**config.mk**
```make
export PLATFORM = sky130hd
export DESIGN_NAME = hill_cipher_2x2_pair_core
export DESIGN_NICKNAME = d
export VERILOG_FILES = /design/src/hdl/hcp_pkg.sv /design/src/hdl/hcp_key.sv /design/src/hdl/hcp_front.sv /design/src/hdl/hcp_queue.sv /design/src/hdl/hcp_back.sv /design/src/hdl/hill_cipher_2x2_pair_core.sv
export VERILOG_INCLUDE_DIRS = /design/src /design/src/hdl
export SDC_FILE = /design/constraint.sdc
export NUM_CORES = 1
export LEC_CHECK = 0
export ABC_AREA = 1
export BUFFER_PORTS_ARGS = -buffer_cell sky130_fd_sc_hd__buf_2
export CORE_ASPECT_RATIO = 0.6
export CORE_UTILIZATION = 32
export DETAILED_ROUTE_END_ITERATION = 8
export HOLD_SLACK_MARGIN = 0.12
export SETUP_SLACK_MARGIN = 0.5
export SYNTH_ARGS = -nofsm -noshare
export SYNTH_HDL_FRONTEND = slang
export SYNTH_SLANG_ARGS = --single-unit
```
**constraint.sdc**
```tcl
create_clock -name clk -period 11.1 [get_ports clk]
set_input_delay 0 -clock clk [delete_from_list [all_inputs] [get_ports clk]]
set_output_delay 0 -clock clk [all_outputs]
set_load 0.02 [all_outputs]
```
**src/hdl/hill_cipher_2x2_pair_core_defines.svh**
```systemverilog
// Assertion helpers for the hill cipher pair core.
`ifndef HILL_CIPHER_2X2_PAIR_CORE_DEFINES_SVH
`define HILL_CIPHER_2X2_PAIR_CORE_DEFINES_SVH

// Same-cycle implication, checked outside reset.
`define HCP_ASSERT_NOW(lbl, pre, post) \
  lbl: assert property (@(posedge clk) disable iff (rst) (pre) |-> (post)) \
    else $error("hcp assertion failed");

// Next-cycle implication, checked outside reset.
`define HCP_ASSERT_NEXT(lbl, pre, post) \
  lbl: assert property (@(posedge clk) disable iff (rst) (pre) |=> (post)) \
    else $error("hcp assertion failed");

`endif

```
**src/hdl/hcp_pkg.sv**
```systemverilog
package hcp_pkg;

  localparam int HCP_QUEUE_DEPTH = 4;

  localparam logic [4:0] PAD_LETTER = 5'd23;
  localparam logic [6:0] LOWER_A    = 7'd97;

  typedef enum logic [2:0] {
    CFG_MODE         = 3'd0,
    CFG_KEY_TL       = 3'd1,
    CFG_KEY_TR       = 3'd2,
    CFG_KEY_BL       = 3'd3,
    CFG_KEY_BR       = 3'd4
  } cfg_idx_t;

  // one unit of work for the back end
  typedef struct packed {
    logic       err;
    logic       last;
    logic [4:0] p0;
    logic [4:0] p1;
  } job_t;

  // active matrix for the current mode
  typedef struct packed {
    logic       busy;
    logic       ok;
    logic [4:0] m00;
    logic [4:0] m01;
    logic [4:0] m10;
    logic [4:0] m11;
  } key_t;

  // x mod 26 for x < 2048: reciprocal estimate, then one correction
  function automatic logic [4:0] mod26(input logic [10:0] x);
    logic [22:0] prod;
    logic [6:0]  qt;
    logic [10:0] r;
    prod = 23'(x) * 23'd2520;
    qt   = prod[22:16];
    r    = x - 11'(qt) * 11'd26;
    if (r >= 11'd26) begin
      r = r - 11'd26;
    end
    return r[4:0];
  endfunction

endpackage

```
**src/hdl/hcp_key.sv**
```systemverilog
module hcp_key
  import hcp_pkg::*;
(
  input  logic       clk,
  input  logic       rst,
  input  logic       cfg_we,
  input  logic [2:0] cfg_index,
  input  logic [4:0] cfg_data,
  output key_t       key
);

  localparam logic [2:0] SETTLE_CYCLES = 3'd6;

  logic       mode;
  logic [4:0] k00, k01, k10, k11;
  logic [2:0] settle;

  logic [4:0] a, b, c, d;
  logic [9:0] ad, bc;
  logic [4:0] p, q;
  logic [4:0] inv;
  logic [9:0] pm00, pm01, pm10, pm11;
  logic [4:0] m00, m01, m10, m11;
  logic       ok;

  logic [4:0] det;
  logic [4:0] nb, nc;

  function automatic logic [4:0] red26(input logic [4:0] v);
    return (v >= 5'd26) ? v - 5'd26 : v;
  endfunction

  // multiplicative inverse mod 26, zero when none exists
  function automatic logic [4:0] inv26(input logic [4:0] v);
    logic [4:0] r;
    unique case (v)
      5'd1:    r = 5'd1;
      5'd3:    r = 5'd9;
      5'd5:    r = 5'd21;
      5'd7:    r = 5'd15;
      5'd9:    r = 5'd3;
      5'd11:   r = 5'd19;
      5'd15:   r = 5'd7;
      5'd17:   r = 5'd23;
      5'd19:   r = 5'd11;
      5'd21:   r = 5'd5;
      5'd23:   r = 5'd17;
      5'd25:   r = 5'd25;
      default: r = 5'd0;
    endcase
    return r;
  endfunction

  always_ff @(posedge clk) begin
    if (rst) begin
      mode   <= 1'b0;
      k00    <= 5'd1;
      k01    <= 5'd0;
      k10    <= 5'd0;
      k11    <= 5'd1;
      settle <= SETTLE_CYCLES;
    end else begin
      if (cfg_we) begin
        settle <= SETTLE_CYCLES;
        case (cfg_idx_t'(cfg_index))
          CFG_MODE:   mode <= cfg_data[0];
          CFG_KEY_TL: k00  <= cfg_data;
          CFG_KEY_TR: k01  <= cfg_data;
          CFG_KEY_BL: k10  <= cfg_data;
          CFG_KEY_BR: k11  <= cfg_data;
          default: ;
        endcase
      end else if (settle != 3'd0) begin
        settle <= settle - 3'd1;
      end
    end
  end

  always_comb begin
    det = (p >= q) ? p - q : p + 5'd26 - q;
    nb  = (b == 5'd0) ? 5'd0 : 5'd26 - b;
    nc  = (c == 5'd0) ? 5'd0 : 5'd26 - c;
  end

  // derivation pipeline; config must stay put while items are in flight, which the block itself does not enforce
  always_ff @(posedge clk) begin
    a   <= red26(k00);
    b   <= red26(k01);
    c   <= red26(k10);
    d   <= red26(k11);
    ad  <= 10'(a) * 10'(d);
    bc  <= 10'(b) * 10'(c);
    p   <= mod26(11'(ad));
    q   <= mod26(11'(bc));
    inv <= inv26(det);
    if (mode) begin
      pm00 <= 10'(inv) * 10'(d);
      pm01 <= 10'(inv) * 10'(nb);
      pm10 <= 10'(inv) * 10'(nc);
      pm11 <= 10'(inv) * 10'(a);
    end else begin
      pm00 <= 10'(a);
      pm01 <= 10'(b);
      pm10 <= 10'(c);
      pm11 <= 10'(d);
    end
    m00 <= mod26(11'(pm00));
    m01 <= mod26(11'(pm01));
    m10 <= mod26(11'(pm10));
    m11 <= mod26(11'(pm11));
    ok  <= !mode || (inv != 5'd0);
  end

  assign key.busy = (settle != 3'd0);
  assign key.ok   = ok;
  assign key.m00  = m00;
  assign key.m01  = m01;
  assign key.m10  = m10;
  assign key.m11  = m11;

endmodule

```
**src/hdl/hcp_front.sv**
```systemverilog
module hcp_front
  import hcp_pkg::*;
(
  input  logic       clk,
  input  logic       rst,
  input  logic       in_valid,
  output logic       in_ready,
  input  logic [7:0] char_in,
  input  logic       last_in,
  input  logic       key_busy,
  input  logic       key_ok,
  input  logic       q_full,
  output logic       push,
  output job_t       push_job
);

  logic       holding;
  logic [4:0] held_letter;
  logic       message_bad;

  logic       accept;
  logic       is_upper, is_lower, bad;
  logic [4:0] value;

  always_comb begin
    is_upper = (char_in >= 8'd65) && (char_in <= 8'd90);
    is_lower = (char_in >= 8'd97) && (char_in <= 8'd122);
    value    = is_upper ? 5'(char_in - 8'd65) : 5'(char_in - 8'd97);
    bad      = message_bad || !(is_upper || is_lower) || !key_ok;
    in_ready = !key_busy && !q_full;
    accept   = in_valid && in_ready;
    push     = accept && (bad || holding || last_in);
    push_job.err  = bad;
    push_job.last = last_in;
    push_job.p0   = holding ? held_letter : value;
    push_job.p1   = holding ? value : PAD_LETTER;
  end

  always_ff @(posedge clk) begin
    if (rst) begin
      holding     <= 1'b0;
      held_letter <= 5'd0;
      message_bad <= 1'b0;
    end else if (accept) begin
      if (bad) begin
        message_bad <= !last_in;
        holding     <= 1'b0;
      end else if (!holding && !last_in) begin
        held_letter <= value;
        holding     <= 1'b1;
      end else begin
        holding <= 1'b0;
      end
    end
  end

endmodule

```
**src/hdl/hcp_queue.sv**
```systemverilog
module hcp_queue
  import hcp_pkg::*;
#(
  parameter int DEPTH = HCP_QUEUE_DEPTH
) (
  input  logic clk,
  input  logic rst,
  input  logic push,
  input  job_t push_job,
  input  logic pop,
  output logic q_valid,
  output logic q_full,
  output job_t q_job
);

  localparam int AW = (DEPTH > 1) ? $clog2(DEPTH) : 1;
  localparam int CW = $clog2(DEPTH + 1);

  job_t          entries [DEPTH];
  logic [AW-1:0] wptr, rptr;
  logic [CW-1:0] count;

  assign q_valid = (count != '0);
  assign q_full  = (count == CW'(DEPTH));
  assign q_job   = entries[rptr];

  always_ff @(posedge clk) begin
    if (push) begin
      entries[wptr] <= push_job;
    end
  end

  always_ff @(posedge clk) begin
    if (rst) begin
      wptr  <= '0;
      rptr  <= '0;
      count <= '0;
    end else begin
      if (push) begin
        wptr <= (wptr == AW'(DEPTH - 1)) ? '0 : wptr + AW'(1);
      end
      if (pop) begin
        rptr <= (rptr == AW'(DEPTH - 1)) ? '0 : rptr + AW'(1);
      end
      if (push && !pop) begin
        count <= count + CW'(1);
      end else if (pop && !push) begin
        count <= count - CW'(1);
      end
    end
  end

endmodule

```
**src/hdl/hcp_back.sv**
```systemverilog
module hcp_back
  import hcp_pkg::*;
(
  input  logic       clk,
  input  logic       rst,
  input  key_t       key,
  input  logic       q_valid,
  input  job_t       q_job,
  output logic       pop,
  output logic       out_valid,
  input  logic       out_ready,
  output logic [6:0] letter_out,
  output logic       error_out,
  output logic       last_out
);

  typedef enum logic [1:0] {S_IDLE, S_CALC, S_OUT1, S_OUT2} state_t;

  state_t      state;
  logic        job_err, job_last;
  logic [10:0] sum0, sum1;
  logic [4:0]  res1;

  assign pop = (state == S_IDLE) && q_valid;

  always_ff @(posedge clk) begin
    if (rst) begin
      state     <= S_IDLE;
      out_valid <= 1'b0;
    end else begin
      unique case (state)
        S_IDLE: begin
          if (q_valid) begin
            job_err  <= q_job.err;
            job_last <= q_job.last;
            sum0     <= 11'(key.m00) * 11'(q_job.p0) + 11'(key.m01) * 11'(q_job.p1);
            sum1     <= 11'(key.m10) * 11'(q_job.p0) + 11'(key.m11) * 11'(q_job.p1);
            state    <= S_CALC;
          end
        end
        S_CALC: begin
          out_valid <= 1'b1;
          if (job_err) begin
            letter_out <= 7'd0;
            error_out  <= 1'b1;
            last_out   <= job_last;
          end else begin
            letter_out <= LOWER_A + 7'(mod26(sum0));
            error_out  <= 1'b0;
            last_out   <= 1'b0;
          end
          res1  <= mod26(sum1);
          state <= S_OUT1;
        end
        S_OUT1: begin
          if (out_ready) begin
            if (job_err) begin
              out_valid <= 1'b0;
              state     <= S_IDLE;
            end else begin
              letter_out <= LOWER_A + 7'(res1);
              last_out   <= job_last;
              state      <= S_OUT2;
            end
          end
        end
        S_OUT2: begin
          if (out_ready) begin
            out_valid <= 1'b0;
            state     <= S_IDLE;
          end
        end
      endcase
    end
  end

endmodule

```
**src/hdl/hill_cipher_2x2_pair_core.sv**
```systemverilog
// 2x2 Hill cipher over a character stream.
// Input stream s_axis: one ASCII character per word, tlast on the final
// character of a message. Letters of either case are taken; anything else
// turns the rest of the message into error words.
// Output stream m_axis: lowercase letters, two per letter pair; an odd final
// letter is padded with 'x'. tuser flags error words (data zero), tlast
// marks the final word of the message.
// Config port: cfg_we/cfg_index/cfg_data write mode and the four key
// entries; write only while idle. A write blocks input while the active
// matrix (inverse key in decrypt mode) is rederived.
// A completing character pushes a job; the back end pops it when idle,
// computes in its calc step and presents the words in its two output steps
// (one for an error word), popping no new job until done. The front takes
// one character per cycle while the queue has room and the key is not busy.
// Reset clears message state, loads the identity key in encrypt mode and
// holds s_axis_tready low while the key is rederived. A stalled receiver
// holds the output word; the queue then fills and s_axis_tready drops.
module hill_cipher_2x2_pair_core
  import hcp_pkg::*;
#(
  parameter int QUEUE_DEPTH = HCP_QUEUE_DEPTH
) (
  input  logic       clk,
  input  logic       rst,
  input  logic       cfg_we,
  input  logic [2:0] cfg_index,
  input  logic [4:0] cfg_data,
  input  logic       s_axis_tvalid,
  output logic       s_axis_tready,
  input  logic [7:0] s_axis_tdata,   // [7:0] char_in
  input  logic       s_axis_tlast,
  output logic       m_axis_tvalid,
  input  logic       m_axis_tready,
  output logic [7:0] m_axis_tdata,   // [6:0] letter_out, [7] zero
  output logic       m_axis_tuser,   // [0] error_out
  output logic       m_axis_tlast
);

  `include "hill_cipher_2x2_pair_core_defines.svh"

  key_t       key;
  logic       push, pop, q_valid, q_full;
  job_t       push_job, q_job;
  logic [6:0] letter;

  hcp_key u_key (
    .clk       (clk),
    .rst       (rst),
    .cfg_we    (cfg_we),
    .cfg_index (cfg_index),
    .cfg_data  (cfg_data),
    .key       (key)
  );

  hcp_front u_front (
    .clk      (clk),
    .rst      (rst),
    .in_valid (s_axis_tvalid),
    .in_ready (s_axis_tready),
    .char_in  (s_axis_tdata),
    .last_in  (s_axis_tlast),
    .key_busy (key.busy),
    .key_ok   (key.ok),
    .q_full   (q_full),
    .push     (push),
    .push_job (push_job)
  );

  hcp_queue #(.DEPTH(QUEUE_DEPTH)) u_queue (
    .clk      (clk),
    .rst      (rst),
    .push     (push),
    .push_job (push_job),
    .pop      (pop),
    .q_valid  (q_valid),
    .q_full   (q_full),
    .q_job    (q_job)
  );

  hcp_back u_back (
    .clk        (clk),
    .rst        (rst),
    .key        (key),
    .q_valid    (q_valid),
    .q_job      (q_job),
    .pop        (pop),
    .out_valid  (m_axis_tvalid),
    .out_ready  (m_axis_tready),
    .letter_out (letter),
    .error_out  (m_axis_tuser),
    .last_out   (m_axis_tlast)
  );

  assign m_axis_tdata = {1'b0, letter};

  `HCP_ASSERT_NOW(a_err_word_zero, m_axis_tvalid && m_axis_tuser, m_axis_tdata == 8'd0)
  `HCP_ASSERT_NOW(a_letter_range, m_axis_tvalid && !m_axis_tuser, (m_axis_tdata >= 8'd97) && (m_axis_tdata <= 8'd122))
  `HCP_ASSERT_NEXT(a_cfg_blocks_input, cfg_we, !s_axis_tready)

endmodule
```
=== After elaboration in Yosys (flattened, before gate mapping) ===
Memory sizes are Yosys's and may differ from the RTL's. A register that Yosys moved wholly into a read port is not among the register bits.
Cells that the tools add are included.

* Register bits: 190
* Bits in writable memories: 48
* Memory bits (read-only): 160
* Input port bits: 22
* Output and inout port bits: 12
* Word-level logic and storage cells: 241
* Memories kept: 2

* Add/subtract/negate cells: 36
* $mul: 26
* Order comparisons: 17
* Equal/unequal tests: 15
* Muxes and demuxes: 53
* Bitwise operators: 2
* Reduce and logical (&&, ||, !) cells: 47

{| class="wikitable"
|+ Memory list
! memory !! words !! bits a word !! rd ports !! clocked after Yosys merged registers in !! write ports !! line !! RTL
|-
| (no name shown) || 32 || 5 || 1 || 1 || 0 || hcp_key.sv:36 || <nowiki>unique case (v)</nowiki>
|-
| u_queue.entries || 4 || 12 || 1 || 1 || 1 || hcp_queue.sv:19 || <nowiki>job_t entries [DEPTH];</nowiki>
|}

{| class="wikitable"
|+ Operator list
! operator !! count
|-
| two-way mux 5 bit || 25
|-
| multiplier 10 x 9 -> 19 bit, second input constant || 6
|-
| multiplier 5 x 5 -> 10 bit || 10
|-
| >= comparator 11 x 5 -> 1 bit, second input constant || 8
|-
| subtractor 10 x 11 -> 11 bit || 6
|-
| multiplier 6 x 4 -> 10 bit, second input constant || 6
|-
| subtractor 5 bit, second input constant || 12
|-
| multiplier 11 x 9 -> 20 bit, second input constant || 2
|-
| adder 10 x 10 -> 11 bit || 2
|-
| subtractor 11 bit || 2
|-
| two-way mux 7 bit || 3
|-
| >= comparator 5 bit, second input constant || 4
|-
| multiplier 7 x 4 -> 10 bit, second input constant || 2
|-
| >= comparator 8 x 7 -> 1 bit, second input constant || 2
|-
| <= comparator 8 x 7 -> 1 bit, second input constant || 2
|-
| two-way mux 2 bit || 8
|-
| adder 6 x 6 -> 7 bit, first input constant || 2
|-
| one-hot mux 7 bit (2 select lines) || 1
|-
| AND reduction 2 bit || 7
|-
| two-way mux 1 bit || 11
|-
| logical NOT 5 bit || 2
|-
| subtractor 5 x 1 -> 5 bit, second input constant || 2
|-
| subtractor 5 bit || 2
|-
| subtractor 5 bit, first input constant || 2
|-
| 28 further kinds || 67
|}

=== Logic depth before layout (Yosys ltp) ===
Gate-level depths: netlist of the first run.

* Depth in word-level cells: 13
* Gate-level depth with buffers: 47

=== Hierarchy ===
From an unflattened synthesis of the first run, not the netlist that was laid out.

* Cells, all modules: 5048
* Area total of the unflattened synthesis: 39171.3 um2

{| class="wikitable"
|+ Modules (own cells, without submodules)
! module !! instances !! cells an instance !! area an instance (um2)
|-
| hcp_key || 1 || 3544 || 25968.7
|-
| hcp_back || 1 || 1228 || 10362.4
|-
| hcp_queue || 1 || 176 || 2242.2
|-
| hcp_front || 1 || 98 || 586.8
|-
| hill_cipher_2x2_pair_core || 1 || 2 || 11.3
|}

=== Worst setup path before layout of the first run ===
OpenSTA, ideal clock, no wires.

* Path kind: reg-to-reg
* Start point: register u_back.sum0[4]
* End point: register u_back.letter_out[4], data pin
* Data arrival time: 7241 ps
* Required time: 10844 ps
* Path slack: 3603 ps
* Stages on the path, launching flop included: 44
* Clock period less this slack: 7497 ps
* Path through: edfxtp_1 -> inv_1 -> fa_1 -> fa_1 -> inv_1 -> fa_1 -> inv_1 -> fa_1 -> inv_1 -> ha_1 -> nand2_1 -> inv_2 -> nand2_2 -> inv_1 -> nand2_1 -> nand3_2 -> nand2_2 -> nand2_1 -> (+8 left out) -> a21oi_1 -> o21ai_0 -> xor2_1 -> ha_1 -> inv_1 -> nor3_1 -> nand4_1 -> nand3_1 -> nand2_1 -> nand2_2 -> nand4_1 -> nand2_1 -> ha_1 -> inv_1 -> nor2_1 -> nand3_1 -> nand3_1 -> nand2_1

* Word-level cells in the longest chain between the ends: 11

{| class="wikitable"
|+ RTL lines
! item !! line !! RTL
|-
| start, declared || hcp_back.sv:21 || <nowiki>logic [10:0] sum0, sum1;</nowiki>
|-
| start signal, assigned || hcp_back.sv:36 || <nowiki>sum0 <= 11'(key.m00) * 11'(q_job.p0) + 11'(key.m01) * 11'(q_job.p1);</nowiki>
|-
| multiplier 11 x 9 -> 20 bit || hcp_pkg.sv:39 || <nowiki>prod = 23'(x) * 23'd2520;</nowiki>
|-
| multiplier 7 x 4 -> 10 bit || hcp_pkg.sv:41 || <nowiki>r = x - 11'(qt) * 11'd26;</nowiki>
|-
| subtractor 11 bit * || hcp_pkg.sv:41 ||
|-
| >= comparator 11 x 5 -> 1 bit or subtractor 5 bit (tied branches) || hcp_pkg.sv:42, hcp_pkg.sv:43 ||
|-
| two-way mux 5 bit * || hcp_pkg.sv:42 || <nowiki>if (r >= 11'd26) begin</nowiki>
|-
| two-way mux 5 bit * || hcp_back.sv:43 || <nowiki>if (job_err) begin</nowiki>
|-
| two-way mux 5 bit * || hcp_back.sv:31 || <nowiki>unique case (state)</nowiki>
|-
| two-way mux 5 bit * || hcp_back.sv:27 || <nowiki>if (rst) begin</nowiki>
|-
| adder 6 x 6 -> 7 bit * || hcp_back.sv:48 || <nowiki>letter_out <= LOWER_A + 7'(mod26(sum0));</nowiki>
|-
| two-way mux 7 bit * || hcp_back.sv:43 ||
|-
| one-hot mux 7 bit (2 select lines) * || hcp_back.sv:31 ||
|-
| end signal, assigned || hcp_back.sv:48 ||
|-
| end signal, assigned || hcp_back.sv:61 || <nowiki>letter_out <= LOWER_A + 7'(res1);</nowiki>
|-
| end, declared || hcp_back.sv:12 || <nowiki>output logic [6:0] letter_out,</nowiki>
|}

Every way passes the cells marked *; elsewhere a longest branch is shown, timed or not. The select of a mux whose other input is x is not followed.
A chain may end at the register's enable or synchronous reset.

=== Worst setup path after layout of the first run ===
Same ends and word-level chain as after synthesis.

==> results of run 1 <==
how the worst max path moves through the flow:
stage / slack, ns / cells past startpoint / to
detailed placement: 2.96 / 43 / u_back.letter_out[4]$_DFFE_PP_
finish: 2.92 / 43 / u_back.letter_out[4]$_DFFE_PP_
floorplan: 3.60 / 43 / u_back.letter_out[4]$_DFFE_PP_
global placement: 2.94 / 43 / u_back.letter_out[4]$_DFFE_PP_
global route: 2.29 / 46 / u_back.letter_out[4]$_DFFE_PP_
CTS: 2.91 / 43 / u_back.letter_out[4]$_DFFE_PP_
synth_stat cells (2+ instances only):
| master | instances | area (sq um) |
|---|---|---|
| inv_1 | 1091 | 4095 |
| ha_1 | 759 | 9497 |
| nand2_1 | 505 | 1896 |
| fa_1 | 385 | 7707 |
| nor2_1 | 271 | 1017 |
| a21oi_1 | 213 | 1066 |
| dfxtp_1 | 159 | 3183 |
| o21ai_0 | 137 | 685.7 |
| xor2_1 | 130 | 1139 |
| nand3_1 | 88 | 440.4 |
| edfxtp_1 | 86 | 2582 |
| xnor2_1 | 49 | 429.2 |
| clkbuf_1 | 40 | 150.1 |
| a21o_1 | 27 | 202.7 |
| nand4_1 | 24 | 150.1 |
| nor3_1 | 23 | 115.1 |
| o21bai_1 | 20 | 150.1 |
| nand2_2 | 16 | 100.1 |
| a211oi_1 | 12 | 90.09 |
| a31oi_1 | 12 | 75.07 |
| or2_2 | 10 | 62.56 |
| o22ai_1 | 8 | 50.05 |
| o21a_1 | 7 | 52.55 |
| a221oi_1 | 6 | 52.55 |
| a21boi_0 | 5 | 37.54 |
| mux2i_1 | 5 | 50.05 |
| inv_2 | 4 | 15.01 |
| nand3_2 | 4 | 40.04 |
| nand3b_1 | 4 | 30.03 |
| o2111ai_1 | 4 | 35.03 |
| o21ai_1 | 4 | 20.02 |
| o31ai_1 | 4 | 30.03 |
| nand3_4 | 3 | 52.55 |
| nor4_1 | 3 | 18.77 |
| o2111a_1 | 3 | 33.78 |
| o211ai_1 | 3 | 22.52 |
| o311ai_0 | 3 | 26.28 |
| a22o_1 | 2 | 17.52 |
| and2_1 | 2 | 12.51 |
| nor2_8 | 2 | 40.04 |
logic make-up after synthesis:
group	Yosys count
AND/OR/NAND/NOR	959
other	1
buffers and inverters	1138
adder cells (fa/ha/maj)	1144
multiplexers	5
flip-flops	245
AO/OA/AOI/OAI	478
XOR/XNOR	180
critical path, delay by kind of cell (launching register included):
| family | cells | cell delay, ns |
|---|---|---|
| adders and majority gates | 10 | 4.01 |
| and+or+nand+nor | 22 | 2.36 |
| DFF | 1 | 0.60 |
| buffers and inverters | 9 | 0.56 |
| AOI/OAI and AO/OA | 1 | 0.27 |
| xor gates and xnor gates | 1 | 0.12 |
stage by stage:
stage,std cells,utilization,area [sq um],hold WS (ns)
finish,5708,0.3515,38650,0.2104
global route,5708,0.3515,38650,0.2823
detailed placement,5634,0.3412,37530,0.3006
floorplan,4150,-,35620,0.08996
CTS,5708,0.3515,38650,0.1652
global placement,5634,0.3412,37530,0.2929
layer usage:
| metal | part of all wire | routed length [um] | GRT usage |
|---|---|---|---|
| met1 | 0.56 | 41080 | 0.2163 |
| met2 | 0.39 | 28290 | 0.1968 |
| met3 | 0.039 | 2865 | 0.01397 |
| met4 | 0.0085 | 616 | 0.01143 |
| met5 | 0 | 0 | 0 |
layout make-up:
cell class                 count  area, sq um
fill                       11246        71310
multi-input combinational   2767        25580
sequential                   245         5766
inverter                    1096         4114
tap                         1488         1862
clock buffer                  29        650.6
timing repair buffer          68        505.5
clock inverter                15        176.4
repair_timing:
item / 4_1_cts / 5_1_grt
gates resized for setup: 0 / 0
setup buffers: 0 / 0
endpoints found under the setup margin: 0 / 0
hold buffers: 30 / 0
endpoints found under the hold margin: 99 / 0
==> out/metrics.cfg, run 1 <==
[finish]
layout.nets = 5368
largestRegisters = u_queue.entries x48, u_back.sum0 x11, u_back.sum1 x11
layout_common_cells = inv_1, ha_1, nand2_1, fa_1, nor2_1
layout-drive-gt1-share = 0.02986
area_delta_synth_final_pct = 8.522
num_antenna_cells = 0
final_common_cell = inv_1
largest_register = u_queue.entries
largest_register_ffs = 48

[yosys]
ys_warn_count = 0
synth_edf_count = 86
synth-simple-area-share = 0.1127
synthAdderAreaFrac = 0.4830
synth_ff_type = dfxtp_1
ys_ff_latch = 245
avgSynthCellArea_sq_um = 8.583
synth_xor_area_frac = 0.04447
synth_top_family_by_area = adder cells
synthMuxAreaShare = 0.001405
synth_seq_area_share = 0.1619
yosysUniqueCellTypes = 57
ys_async_sr_fraction = 0
netlist_area_sq_um = 35620
synth_fp_nets = 5316
synth_compound_area_frac = 0.07644
syn_inst = 4150

[global_routing]
grt_max_degree = 44
antenna_found_initial = 3
grt_overflow = 0
grt_first_pass_wirelength_mm = 126.8
grt_pass1_vias = 25354
grt.total_usage = 0.1346

[hold_path]
hp-class = in -> reg
hold_depth = 7
hp-start = s_axis_tdata[7]
holdPathEnd = u_queue.wptr[1]$_SDFFE_PP0P_

[worst_setup_path]
path_max_fanout = 7
cpMostUsedCell = nand2_1
critPathRequiredTime_ns = 11.41
crit_path_end_kind = flop
max_stage_delay_ns = 0.60
r2r_slack_ns = 2.92
critPathArrivalTime_ns = 8.49
timing.rr.end = u_back.letter_out[4]$_DFFE_PP_
critical_path.startpoint_type = flop
crit_slowest_cell = edfxtp_1
r2r_start = u_back.sum0[4]$_DFFE_PP_
crit_type = reg -> reg
startpoint = u_back.sum0[4]$_DFFE_PP_
r2r_cells = 43

[sta]
fin_skew_ns = 0.01291
drv_slew = 0
setup_tns_ns = 0
maxSlewHeadroom = 0.2269
rsz0062_at_grt = no
max_freq_mhz = 122.3
setup_viol = 0
tightestPinTransition_ns = 1.160
finalHoldViolCount = 0
finalCritPeriodShare = 0.7369
finalCriticalPeriod_ns = 8.180
setup_ws_ns = 2.920

[floorplanning]
start_util = 0.3239
die_h_um = 260.4
rows = 94
ios = 34
coreArea_sq_um = 110000
die_w_um = 432.7
die-area_sq_um = 112700

[clock_network]
root_buffer = clkbuf_16
clk_path_buf_depth = 3
clk_pin_slew_ns = 0.06
cts_made_buffers = 24
clock-sinks = 245
htreeDepth = 1
cts_tree = built
clk_latency_ns = 0.56

[outcome]
outcome = finished clean

[detailed_routing]
wl_per_cell_um = 12.76
finalWirelength_mm = 72.85
drt_iter0_markers = 1529
drt_pass1_iterations = 7
drcViolationCount = 0
vias = 25226
antenna_left = 0
viasPerCell = 4.419

[job]
cap_violations = 0

[placement]
place_worst_setup_slack_ns = 2.961
gp_congestion = 0.8849
portBuffers = 32
hpwl_mm = 61.28

Power of run 1 is not shown: default switching activity piles up to over one toggle a cycle in this logic, so the estimate is an artifact.
==> run 2: changes to the inputs <==
clock period = 8 ns   (was 11.1 ns; I/O delays follow)
==> run 2 against run 1 <==
Global-route usage rose by 0.13 points; non-clock buffer count rose by 145; worst hold slack improved by 0.092 ns; cell count rose by 2.5%; utilization grew 2.3 points; register-to-register slack got worse by 2.5 ns; critical path depth decreased by 8; critical path type unchanged; worst setup slack lost 2.5 ns; clock-buffer cell count down 2; first-iteration DRC count decreased by 22%; clock skew rose by 0.012 ns.
==> out/metrics.cfg, run 2 (synthesized netlist as in run 1, its figures left out) <==
[finish]
final_common_cell = inv_1
layout.nets = 5513
layout_common_cells = inv_1, ha_1, nand2_1, fa_1, nor2_1
fill_cells = 11047
largest_register = u_queue.entries
area_delta_synth_final_pct = 15.72
largestRegisters = u_queue.entries x48, u_back.sum0 x11, u_back.sum1 x11
layout-drive-gt1-share = 0.1219
largest_register_ffs = 48
num_antenna_cells = 0

[floorplanning]
die_h_um = 260.4
rows = 94
die-area_sq_um = 112700
start_util = 0.3239
die_w_um = 432.7
coreArea_sq_um = 110000
ios = 34

[detailed_routing]
antenna_left = 0
drcViolationCount = 0
wl_per_cell_um = 13.02
viasPerCell = 4.435
drt_pass1_iterations = 5
drt_iter0_markers = 1194
finalWirelength_mm = 76.20
vias = 25952

[worst_setup_path]
path_delay_family = adder cells
max_stage_delay_ns = 0.51
path_buf_inv = 10
crit_type = reg -> reg
cpMostUsedCell = buf_4
path_max_fanout = 5
r2r_cells = 35
crit_slowest_cell = fa_1
timing.rr.end = u_back.res1[4]$_DFFE_PP_
critical_path.startpoint_type = flop
r2r_slack_ns = 0.47
critPathRequiredTime_ns = 8.32
critPathArrivalTime_ns = 7.85
crit_path_end_kind = flop
r2r_start = u_back.sum1[5]$_DFFE_PP_

[sta]
setup_viol = 0
rsz0062_at_grt = yes
finalHoldViolCount = 0
max_freq_mhz = 132.8
setup_tns_ns = 0
tightestPinTransition_ns = 1.146
fin_skew_ns = 0.02536
finalCriticalPeriod_ns = 7.530
drv_slew = 0
finalCritPeriodShare = 0.9412
maxSlewHeadroom = 0.2357

[clock_network]
cts_tree = built
root_buffer = clkbuf_16
clk_path_buf_depth = 3
clock-sinks = 245
cts_made_buffers = 24
htreeDepth = 1
clk_pin_slew_ns = 0.07
clk_latency_ns = 0.56

[global_routing]
grt_pass1_vias = 25685
antenna_found_initial = 1
grt_max_degree = 44
grt_overflow = 0
grt.total_usage = 0.1359
grt_first_pass_wirelength_mm = 128.3

[outcome]
outcome = finished clean

[hold_path]
hold_depth = 3
hp-class = in -> reg
holdPathEnd = u_queue.wptr[0]$_SDFFE_PP0P_
hp-start = rst

[placement]
portBuffers = 32
hpwl_mm = 61.74
gp_congestion = 0.8802

[job]
cap_violations = 0

run 2: cell types whose count changed in the layout (fill, tap and decap cells not counted), moves of 30 or more:
cell     previous run  this run
buf_4               6       133
dfxtp_1           159       113
ha_1              759       713
ha_4                0        43
inv_1            1091      1055
inv_2               4        40
nand2_1           505       475
run 2: repair_timing:
item | in CTS | in global routing
cloned | 0 | 0
buffers inserted | 29 | 81
hold endpoints to repair | 106 | 0
setup endpoints to repair | 33 | 34
pin swaps | 40 | 187
hold buffers | 29 | 0
gates resized for setup | 86 | 272
run 2: area by class of cell:
type / instances / area, sq um / area share
clock buffer: 27 / 643.1 / 0.01560
clock inverter: 16 / 175.2 / 0.004250
inverter: 1096 / 4114 / 0.09981
multi-input combinational: 2767 / 26850 / 0.6514
sequential: 245 / 5896 / 0.1430
tap: 1488 / 1862 / 0.04517
timing repair buffer: 213 / 1680 / 0.04077
run 2: per-layer routing:
metal / track usage / routed length (um) / up-vias
met1: 0.2164 / 42090 / 12183
met5: 0 / 0 / -
li1: - / - / 13361
met2: 0.2008 / 30540 / 359
met3: 0.01392 / 2790 / 49
met4: 0.01261 / 776 / 0
run 2: how the worst max path moves through the flow:
stage | start | end | slack, ns | depth (start not counted)
2_1_floorplan | u_back.sum0[4]$_DFFE_PP_ | u_back.letter_out[4]$_DFFE_PP_ | 0.50 | 43
3_3_place_gp | u_back.sum1[5]$_DFFE_PP_ | u_back.res1[2]$_DFFE_PP_ | 0.08 | 37
3_5_place_dp | u_back.sum1[5]$_DFFE_PP_ | u_back.res1[3]$_DFFE_PP_ | 0.05 | 37
4_1_cts | u_back.sum1[5]$_DFFE_PP_ | u_back.res1[3]$_DFFE_PP_ | 0.49 | 38
5_1_grt | u_back.sum1[5]$_DFFE_PP_ | u_back.res1[4]$_DFFE_PP_ | 0.16 | 40
6_report | u_back.sum1[5]$_DFFE_PP_ | u_back.res1[4]$_DFFE_PP_ | 0.47 | 35
run 2: per-stage QoR:
step / instances / hold WS, ns / utilization / cell area [sq um] / worst slack (ns)
2_1_floorplan: 4150 / 0.08996 / - / 35620 / 0.5032
3_3_place_gp: 5670 / 0.3013 / 0.3437 / 37800 / 0.08161
3_5_place_dp: 5670 / 0.3156 / 0.3437 / 37800 / 0.04773
4_1_cts: 5771 / 0.2560 / 0.3593 / 39510 / 0.4915
5_1_grt: 5852 / 0.3115 / 0.3748 / 41220 / 0.1559
6_report: 5852 / 0.3027 / 0.3748 / 41220 / 0.4701
run 2: worst register-to-register path: cells and delay by family (launching register included):
kind / cells / cell delay (ns)
compound gates: 6 / 0.88
simple gates: 7 / 0.99
flops: 1 / 0.47
xor+xnor: 3 / 0.47
buf+inv: 10 / 1.12
fa+ha+maj: 9 / 3.39
Power of run 2 is left out for the same reason.
